--- src/rtl/bpms_pkg.sv ---
`default_nettype none

package bpms_pkg;

   // needle storage is fixed by the four 64-bit needle words
   localparam int NEEDLE_SLOTS   = 32;
   localparam int LEN_BITS       = 6;
   localparam int CSR_INDEX_BITS = 3;
   localparam int CSR_DATA_BITS  = 64;
   localparam int MATCH_BITS     = 32;

   // needles at least this long with two or fewer byte values resume past the match
   localparam logic [LEN_BITS-1:0] LOW_ENTROPY_MIN_LEN = 6'd16;

   // register indexes
   localparam logic [CSR_INDEX_BITS-1:0] CSR_NEEDLE_LENGTH = 3'd0;
   localparam logic [CSR_INDEX_BITS-1:0] CSR_NEEDLE_WORD_0 = 3'd1;
   localparam logic [CSR_INDEX_BITS-1:0] CSR_NEEDLE_WORD_1 = 3'd2;
   localparam logic [CSR_INDEX_BITS-1:0] CSR_NEEDLE_WORD_2 = 3'd3;
   localparam logic [CSR_INDEX_BITS-1:0] CSR_NEEDLE_WORD_3 = 3'd4;

   // needle view prepared for the scan stage
   typedef struct packed {
      logic [LEN_BITS-1:0]               len;          // clipped length in use
      logic                              all_same;     // every needle byte equal
      logic                              low_entropy;  // long needle, at most two values
      logic [7:0]                        first_byte;   // needle byte 0
      logic [NEEDLE_SLOTS-1:0][7:0]      aligned;      // slot j holds needle byte len-1-j
   } needle_class_type;

endpackage

`default_nettype wire

--- src/rtl/bpms_needle.sv ---
`default_nettype none

module bpms_needle #(
   parameter int MAX_NEEDLE_BYTES = 32
) (
   input  wire logic                                   clock,
   input  wire logic                                   reset,
   input  wire logic                                   csr_write,
   input  wire logic [bpms_pkg::CSR_INDEX_BITS-1:0]    csr_index,
   input  wire logic [bpms_pkg::CSR_DATA_BITS-1:0]     csr_data,
   output bpms_pkg::needle_class_type                  needle_class
);

   localparam logic [bpms_pkg::LEN_BITS-1:0] LEN_LIMIT =
      bpms_pkg::LEN_BITS'(MAX_NEEDLE_BYTES);

   logic [bpms_pkg::LEN_BITS-1:0]                  length_ff, length_in;
   logic [3:0][bpms_pkg::CSR_DATA_BITS-1:0]        words_ff, words_in;
   bpms_pkg::needle_class_type                     class_ff, class_in;

   logic [bpms_pkg::NEEDLE_SLOTS-1:0][7:0]         needle_bytes;
   logic [bpms_pkg::LEN_BITS-1:0]                  len_clip;
   logic [7:0]                                     second_byte;
   logic                                           two_values;

   // register writes
   always_comb begin
      length_in = length_ff;
      words_in  = words_ff;
      if (csr_write) begin
         case (csr_index)
            bpms_pkg::CSR_NEEDLE_LENGTH: length_in = csr_data[bpms_pkg::LEN_BITS-1:0];
            bpms_pkg::CSR_NEEDLE_WORD_0: words_in[0] = csr_data;
            bpms_pkg::CSR_NEEDLE_WORD_1: words_in[1] = csr_data;
            bpms_pkg::CSR_NEEDLE_WORD_2: words_in[2] = csr_data;
            bpms_pkg::CSR_NEEDLE_WORD_3: words_in[3] = csr_data;
            default: ;
         endcase
      end
   end

   // byte k of the needle sits at bits 8k of the packed words
   assign needle_bytes = words_ff;

   // classification of the current needle
   always_comb begin
      len_clip = (length_ff > LEN_LIMIT) ? LEN_LIMIT : length_ff;

      // second value: lowest slot that differs from byte 0
      second_byte = needle_bytes[0];
      for (int k = bpms_pkg::NEEDLE_SLOTS - 1; k > 0; k--) begin
         if (bpms_pkg::LEN_BITS'(k) < len_clip && needle_bytes[k] != needle_bytes[0]) begin
            second_byte = needle_bytes[k];
         end
      end

      class_in.all_same = 1'b1;
      two_values        = 1'b1;
      for (int k = 0; k < bpms_pkg::NEEDLE_SLOTS; k++) begin
         if (bpms_pkg::LEN_BITS'(k) < len_clip) begin
            if (needle_bytes[k] != needle_bytes[0]) begin
               class_in.all_same = 1'b0;
               if (needle_bytes[k] != second_byte) begin
                  two_values = 1'b0;
               end
            end
         end
      end

      class_in.len         = len_clip;
      class_in.low_entropy = (len_clip >= bpms_pkg::LOW_ENTROPY_MIN_LEN) && two_values;
      class_in.first_byte  = needle_bytes[0];

      for (int j = 0; j < bpms_pkg::NEEDLE_SLOTS; j++) begin
         if (bpms_pkg::LEN_BITS'(j) < len_clip) begin
            class_in.aligned[j] =
               needle_bytes[5'(len_clip - bpms_pkg::LEN_BITS'(j) - 6'd1)];
         end else begin
            class_in.aligned[j] = 8'h00;
         end
      end
   end

   always_ff @(posedge clock) begin
      if (reset) begin
         length_ff            <= '0;
         words_ff             <= '0;
         class_ff.len         <= '0;
         class_ff.all_same    <= 1'b1;
         class_ff.low_entropy <= 1'b0;
         class_ff.first_byte  <= '0;
         class_ff.aligned     <= '0;
      end else begin
         length_ff <= length_in;
         words_ff  <= words_in;
         class_ff  <= class_in;
      end
   end

   assign needle_class = class_ff;

endmodule

`default_nettype wire

--- src/rtl/bpms_scan.sv ---
`default_nettype none

module bpms_scan #(
   parameter int MAX_NEEDLE_BYTES = 32,
   parameter int OFFSET_BITS      = 32
) (
   input  wire logic                                clock,
   input  wire logic                                reset,
   input  wire logic                                step,
   input  wire logic [7:0]                          data_byte,
   input  wire logic                                buffer_end,
   input  wire bpms_pkg::needle_class_type          needle_class,
   output logic                                     hit,
   output logic [bpms_pkg::MATCH_BITS-1:0]          match_offset
);

   localparam logic [OFFSET_BITS-1:0] OFFSET_MAX = '1;

   logic [MAX_NEEDLE_BYTES-1:0][7:0]   window_ff, window_in;
   logic [OFFSET_BITS-1:0]             position_ff, position_in;
   logic [OFFSET_BITS-1:0]             earliest_ff, earliest_in;
   logic                               skipping_ff, skipping_in;

   logic [MAX_NEEDLE_BYTES-1:0][7:0]   shifted;
   logic [OFFSET_BITS-1:0]             len_wide;
   logic [OFFSET_BITS-1:0]             position_next;
   logic [OFFSET_BITS-1:0]             start;
   logic [OFFSET_BITS-1:0]             start_next;
   logic [OFFSET_BITS-1:0]             earliest_mid;
   logic                               skipping_mid;
   logic                               run_continues;
   logic                               bytes_equal;
   logic                               enough_bytes;
   logic [OFFSET_BITS+bpms_pkg::MATCH_BITS-1:0] start_wide;

   always_comb begin
      // newest byte enters slot 0
      shifted[0] = data_byte;
      for (int j = 1; j < MAX_NEEDLE_BYTES; j++) begin
         shifted[j] = window_ff[j-1];
      end

      bytes_equal = 1'b1;
      for (int j = 0; j < MAX_NEEDLE_BYTES; j++) begin
         if (bpms_pkg::LEN_BITS'(j) < needle_class.len && shifted[j] != needle_class.aligned[j]) begin
            bytes_equal = 1'b0;
         end
      end

      len_wide      = {{(OFFSET_BITS-bpms_pkg::LEN_BITS){1'b0}}, needle_class.len};
      position_next = (position_ff == OFFSET_MAX) ? position_ff : position_ff + 1'b1;
      enough_bytes  = (needle_class.len != '0) && (position_ff >= len_wide - 1'b1);
      start         = position_ff - (len_wide - 1'b1);
      start_next    = (start == OFFSET_MAX) ? start : start + 1'b1;

      // run skip after an all-same match
      run_continues = (needle_class.len != '0) && needle_class.all_same
                      && (data_byte == needle_class.first_byte);
      earliest_mid  = (skipping_ff && run_continues) ? position_next : earliest_ff;
      skipping_mid  = skipping_ff && run_continues;

      hit = enough_bytes && (start >= earliest_mid) && bytes_equal;

      earliest_in = earliest_mid;
      skipping_in = skipping_mid;
      if (hit) begin
         if (needle_class.all_same) begin
            earliest_in = position_next;
            skipping_in = 1'b1;
         end else if (needle_class.low_entropy) begin
            earliest_in = position_next;
         end else begin
            earliest_in = start_next;
         end
      end

      window_in   = shifted;
      position_in = position_next;
      if (buffer_end) begin
         window_in   = '0;
         position_in = '0;
         earliest_in = '0;
         skipping_in = 1'b0;
      end

      start_wide   = {{bpms_pkg::MATCH_BITS{1'b0}}, start};
      match_offset = start_wide[bpms_pkg::MATCH_BITS-1:0];
   end

   always_ff @(posedge clock) begin
      if (reset) begin
         window_ff   <= '0;
         position_ff <= '0;
         earliest_ff <= '0;
         skipping_ff <= 1'b0;
      end else if (step) begin
         window_ff   <= window_in;
         position_ff <= position_in;
         earliest_ff <= earliest_in;
         skipping_ff <= skipping_in;
      end
   end

endmodule

`default_nettype wire

--- src/rtl/byte_pattern_match_scanner_core.sv ---
`default_nettype none

// byte pattern scanner: reports the start offset of needle matches in a byte stream
// - csr channel: csr_index selects needle length (0) or needle words 0..3 (1..4),
//   csr_data carries the value; csr_ready is high outside reset, write only while idle
// - req channel: one buffer byte per request, req_buffer_end marks the last byte
//   of a buffer, after which offset, window and resume state restart
// - rsp channel: rsp_match_offset is the offset of a match start within the buffer;
//   a request gives at most one response
// - a request waits in the input register, its match in the response register
// - throughput: one request per cycle while not stalled; the whole window is
//   compared at once against a needle image registered after each csr write
// - a request that finds no match produces no response
// - when the receiver stalls, the response register holds and the input register
//   keeps one more request; req_ready drops only when both are occupied
// - reset (synchronous, active high) clears needle, window, offset and resume state;
//   csr_ready and req_ready stay low while reset is high
module byte_pattern_match_scanner_core #(
   parameter int MAX_NEEDLE_BYTES = 32,
   parameter int OFFSET_BITS      = 32
) (
   input  wire logic                                  clock,
   input  wire logic                                  reset,
   // configuration
   input  wire logic                                  csr_valid,
   output logic                                       csr_ready,
   input  wire logic [bpms_pkg::CSR_INDEX_BITS-1:0]   csr_index,
   input  wire logic [bpms_pkg::CSR_DATA_BITS-1:0]    csr_data,
   // request channel
   input  wire logic                                  req_valid,
   output logic                                       req_ready,
   input  wire logic [7:0]                            req_data_byte,
   input  wire logic                                  req_buffer_end,
   // response channel
   output logic                                       rsp_valid,
   input  wire logic                                  rsp_ready,
   output logic [bpms_pkg::MATCH_BITS-1:0]            rsp_match_offset
);

   bpms_pkg::needle_class_type               needle_class;

   // input register
   logic                                     in_valid_ff, in_valid_in;
   logic [7:0]                               in_byte_ff, in_byte_in;
   logic                                     in_end_ff, in_end_in;

   // response register
   logic                                     rsp_valid_ff, rsp_valid_in;
   logic [bpms_pkg::MATCH_BITS-1:0]          rsp_offset_ff, rsp_offset_in;

   logic                                     step;
   logic                                     hit;
   logic [bpms_pkg::MATCH_BITS-1:0]          match_offset;
   logic                                     req_take;

   assign csr_ready = !reset;

   bpms_needle #(
      .MAX_NEEDLE_BYTES (MAX_NEEDLE_BYTES)
   ) u_needle (
      .clock        (clock),
      .reset        (reset),
      .csr_write    (csr_valid),
      .csr_index    (csr_index),
      .csr_data     (csr_data),
      .needle_class (needle_class)
   );

   // the registered request advances when the response slot is free or draining
   assign step      = in_valid_ff && (!rsp_valid_ff || rsp_ready);
   assign req_ready = !reset && (!in_valid_ff || step);
   assign req_take  = req_valid && req_ready;

   bpms_scan #(
      .MAX_NEEDLE_BYTES (MAX_NEEDLE_BYTES),
      .OFFSET_BITS      (OFFSET_BITS)
   ) u_scan (
      .clock        (clock),
      .reset        (reset),
      .step         (step),
      .data_byte    (in_byte_ff),
      .buffer_end   (in_end_ff),
      .needle_class (needle_class),
      .hit          (hit),
      .match_offset (match_offset)
   );

   always_comb begin
      in_valid_in = in_valid_ff;
      in_byte_in  = in_byte_ff;
      in_end_in   = in_end_ff;
      if (req_take) begin
         in_valid_in = 1'b1;
         in_byte_in  = req_data_byte;
         in_end_in   = req_buffer_end;
      end else if (step) begin
         in_valid_in = 1'b0;
      end

      rsp_valid_in  = rsp_valid_ff;
      rsp_offset_in = rsp_offset_ff;
      if (step) begin
         // slot is empty or being taken this cycle
         rsp_valid_in = hit;
         if (hit) begin
            rsp_offset_in = match_offset;
         end
      end else if (rsp_ready) begin
         rsp_valid_in = 1'b0;
      end
   end

   always_ff @(posedge clock) begin
      if (reset) begin
         in_valid_ff  <= 1'b0;
         rsp_valid_ff <= 1'b0;
      end else begin
         in_valid_ff  <= in_valid_in;
         rsp_valid_ff <= rsp_valid_in;
      end
      in_byte_ff    <= in_byte_in;
      in_end_ff     <= in_end_in;
      rsp_offset_ff <= rsp_offset_in;
   end

   assign rsp_valid        = rsp_valid_ff;
   assign rsp_match_offset = rsp_offset_ff;

   // a held response is never overwritten by the scan stage
   assert property (@(posedge clock) disable iff (reset)
      rsp_valid_ff && !rsp_ready |-> !step)
      else $error("scan step while response stalled");

   // a taken request always lands in the input register
   assert property (@(posedge clock) disable iff (reset)
      req_take |=> in_valid_ff)
      else $error("accepted request lost");

   // a new response only appears after a scan step
   assert property (@(posedge clock) disable iff (reset)
      $rose(rsp_valid_ff) |-> $past(step))
      else $error("response without scan step");

   // an empty input register never stalls the request side
   assert property (@(posedge clock) disable iff (reset)
      !in_valid_ff |-> req_ready)
      else $error("request stalled with empty input register");

endmodule

`default_nettype wire

--- config.mk ---
export PLATFORM = sky130hd
export DESIGN_NAME = byte_pattern_match_scanner_core
export DESIGN_NICKNAME = d
export VERILOG_FILES = /design/src/rtl/bpms_pkg.sv /design/src/rtl/bpms_needle.sv /design/src/rtl/bpms_scan.sv /design/src/rtl/byte_pattern_match_scanner_core.sv
export SDC_FILE = /design/constraint.sdc
export NUM_CORES = 2
export LEC_CHECK = 0
export BUFFER_PORTS_ARGS = -buffer_cell sky130_fd_sc_hd__buf_4
export CORE_MARGIN = 1.5
export CORE_UTILIZATION = 36
export CTS_CLUSTER_SIZE = 25
export DETAILED_ROUTE_END_ITERATION = 8
export SKIP_CTS_REPAIR_TIMING = 1
export SLEW_MARGIN = 20
export SYNTH_ARGS = -nofsm -noshare
export SYNTH_HDL_FRONTEND = slang
export SYNTH_HIERARCHICAL = 1
export SYNTH_SLANG_ARGS = --single-unit
--- constraint.sdc ---
create_clock -name clock -period 7.85 [get_ports clock]
set_clock_uncertainty 0.2 [all_clocks]
set_input_delay 1.1775 -clock clock [delete_from_list [all_inputs] [get_ports clock]]
set_output_delay 1.1775 -clock clock [all_outputs]
set_load 0.03 [all_outputs]
==> flow_summary_export.csv <==
group,metric,value,unit
logic_synthesis,yosysWarnings,6,
logic_synthesis,synth_top_area_share,25.8,%
logic_synthesis,synth-edff-count,41,
setup_path,crit_path_top_delay_cell,"dfxtp_2",
setup_path,r2r.worst_path.cells,18,
setup_path,regToRegSetupSlack,50,ps
finish,layout_commonest_cell,"nand2_1",
logic_synthesis,synth.avg_cell_area,7.86,µm²
pwr,p_leak,29.8,nW
timing,hold_viol_final,0,
logic_synthesis,ys.flop_type,"dfxtp_1",
timing,worst_pin_slew,1330,ps
cts,numCtsBuffers,103,
logic_synthesis,syn_area,65900,µm²
grt,grt.overflow.total,0,
setup_path,path_class,"reg -> reg",
floorplan,die-height,431,µm
routing,viasPerCell,6.63,
finish,fill_cells,18400,
grt,grt.total_usage,49.3,%
pwr,power_density,183,nW/µm²
setup_path,slowest_delay,1080,ps
worst_hold_path,hold_depth,2,
logic_synthesis,syn-num-nets,8538,
logic_synthesis,synth_top_cell_by_area,"dfxtp_1",
routing,dr.max_layer_used,"met5",
worst_hold_path,hp-class,"reg -> reg",
logic_synthesis,ys_types,131,
routing,wl_met1,173000,µm
job,maxCapViolations,0,
timing,hold-worst-slack,271,ps
logic_synthesis,synth_seq_area_share,27.7,%
routing,routed_wirelength,472000,µm
setup_path,path_cells,"buf_4 > xor2_1 > nor4_2 > a211oi_1 > a311oi_1 > o211a_1 > nor2_1 > a211oi_1 > o41ai_4 > buf_6 > a211oi_1 > nand4_1 > o41ai_1 > nand4_1 > buf_4 > nor4_1 > buf_4 > and4b_1",
cts,clkSinkCount,890,
cts,clk_latency,820,ps
routing,drc_errors,0,
placed_design,place_congestion,1.13,
routing,first_pass_iters,9,
setup_path,startpoint_type,"flip-flop",
finish,drive_gt1_share,15.9,%
finish,final-instance-count-excl-fill,11000,
worst_hold_path,min_to,"u_scan/earliest_ff[22]",
cts,htreeDepth,3,
finish,final_nets,8655,
logic_synthesis,async_flop_share,0,%
timing,period_minus_slack,7800,ps
finish,layout-area-overhead-vs-synth,15.4,%
logic_synthesis,synthTopCellsByArea,"dfxtp_1 26%, mux2i_1 11%, nand2_1 8.3%, a21oi_1 7.3%, mux4_2 6.3%",
routing,vias,72900,
routing,ant_nets,0,
setup_path,r2r-start,"u_needle/class_in[262]",
floorplan,die_x,431,µm
cts,cts_tree,"built",
setup_path,crit_arrival,8360,ps
placed_design,dp_hpwl,362000,µm
setup_path,r2r-end,"u_needle/needle_class[264]",
timing,rsz0062_at_grt,"false",
floorplan,initial_utilization,36.3,%
finish,final_cell_mix,"1450 x nand2_1, 963 x a21oi_1, 897 x nor2_1",
logic_synthesis,ys_ff_latch,890,
run_status,outcome,"completed",
setup_path,critPathCaptureType,"flip-flop",
placed_design,io_buffers,115,
cts,clkTransAtPathRegs,60,ps
floorplan,dieArea,186000,µm²
routing,wl_met3,56600,µm
pwr,ir_drop,235,µV
setup_path,worstPathRequired,8410,ps
timing,drv_slew,0,
cts,cts_buffer_depth,3,
grt,grt_max_degree,197,
placed_design,place_inst,10800,
setup_path,crit_path_max_fanout,19,
grt,grt_pass1_vias,66300,
cts,cts-root-buf,"clkbuf_16",
floorplan,design.core.area,181000,µm²
timing,relSlewSlack,9.09,%
routing,dr_wl_met2,190000,µm
floorplan,rows,156,
worst_hold_path,worstHoldStart,"u_scan/earliest_ff[22]",
timing,min_period_over_period,99.3,%
grt,grt_pass1_wl,617000,µm
pwr,totalPowerFinal,13.9,mW
routing,drt_iter0_markers,11500,
timing,max_freq,128,MHz
routing,wl_per_cell,43.0,µm
timing,setup_viol,0,
logic_synthesis,syn_inst,8380,
grt,antenna_found_initial,55,
floorplan,ios,116,
worst max-delay path by stage:
stage	slack (ps)	start	to	cells after the start
after floorplan	910	u_needle/needle_class[270]	rsp_match_offset[0]	23
after global placement	-420	u_needle/class_in[261]	u_needle/needle_class[264]	19
after detailed placement	180	u_needle/length_ff[5]	u_needle/needle_class[264]	23
after global routing	30	u_needle/needle_class[267]	u_scan/earliest_ff[10]	26
after CTS	170	u_needle/length_ff[5]	u_needle/needle_class[264]	23
final	50	u_needle/class_in[262]	u_needle/needle_class[264]	18
stage by stage:
stage / TNS, ps / instance area [µm²] / utilization [%] / worst slack, ps
finish: 0 / 76000 / 41.9 / 51.3
CTS: 0 / 75600 / 41.7 / 167
global placement: -424 / 72000 / 39.7 / -424
detailed placement: 0 / 72100 / 39.7 / 181
floorplan: 0 / 65900 / - / 908
global route: 0 / 75900 / 41.9 / 28.3
power breakdown:
group          switching [mW]  internal, mW  leakage, nW
registers              0.0719          4.59         7.26
logic                    2.84          1.29         20.8
clock network            2.23          2.91         1.75
total                    5.15          8.79         29.8
final cells by class:
cell class | count | area, µm² | area share, %
Timing Repair Buffer | 781 | 6200 | 8.16
Tap cell | 2370 | 2970 | 3.90
Inverter | 114 | 443 | 0.583
Multi-Input combinational cell | 6607 | 44500 | 58.5
Clock buffer | 138 | 2890 | 3.80
Sequential cell | 890 | 18200 | 24.0
Antenna cell | 38 | 95.1 | 0.125
Clock inverter | 51 | 689 | 0.907
routing by layer:
layer	up-vias	global-route usage (%)
met5	-	0.156
met4	26	44.1
met3	1741	18.1
met2	5765	69.8
met1	35500	58.0
li1	29800	-
synthesized netlist by cell type (42+ instances only):
cell type  number
mux4_2        184
ha_1           76
xor2_1        299
nand3_1        93
o21ai_0       182
clkbuf_1      553
a22oi_1        64
dfxtp_1       849
inv_1         110
buf_2          53
nand2_1      1450
o211ai_1       50
a211oi_1       78
nor3_1         71
nor4_1         66
nand4_1       121
mux2i_1       756
o21ai_1        42
xnor2_1       393
buf_1         108
nor2_1        904
a21oi_1       963
flip-flops by register name (all words and copies together), names as in the netlist:
register	cells
u_scan/skipping_ff	1
in_valid_ff	1
u_needle/length_ff	6
rsp_match_offset	32
u_needle/needle_bytes	248
u_scan/earliest_ff	32
u_scan/shifted	248
in_byte_ff	8
in_end_ff	1
u_scan/position_ff	32
rsp_valid	1
u_needle/needle_class	272
u_needle/class_in	8
worst max-delay path, delay by kind of cell (launching register included):
kind                      cells  cell delay, ps
buffers and inverters         4            1110
and+or+nand+nor               6            2000
xor gates and xnor gates      1             130
AOI/OAI and AO/OA             7            3230
DFF                           1            1080
logic make-up after synthesis:
family / synth area share [%]
buffers and inverters: 5.56
DFF: 27.7
muxes: 18.2
and+or+nand+nor: 19.9
AOI/OAI and AO/OA: 17.9
adders and majority gates: 1.47
xor gates and xnor gates: 9.25
Power figures use the tool's default switching activity.
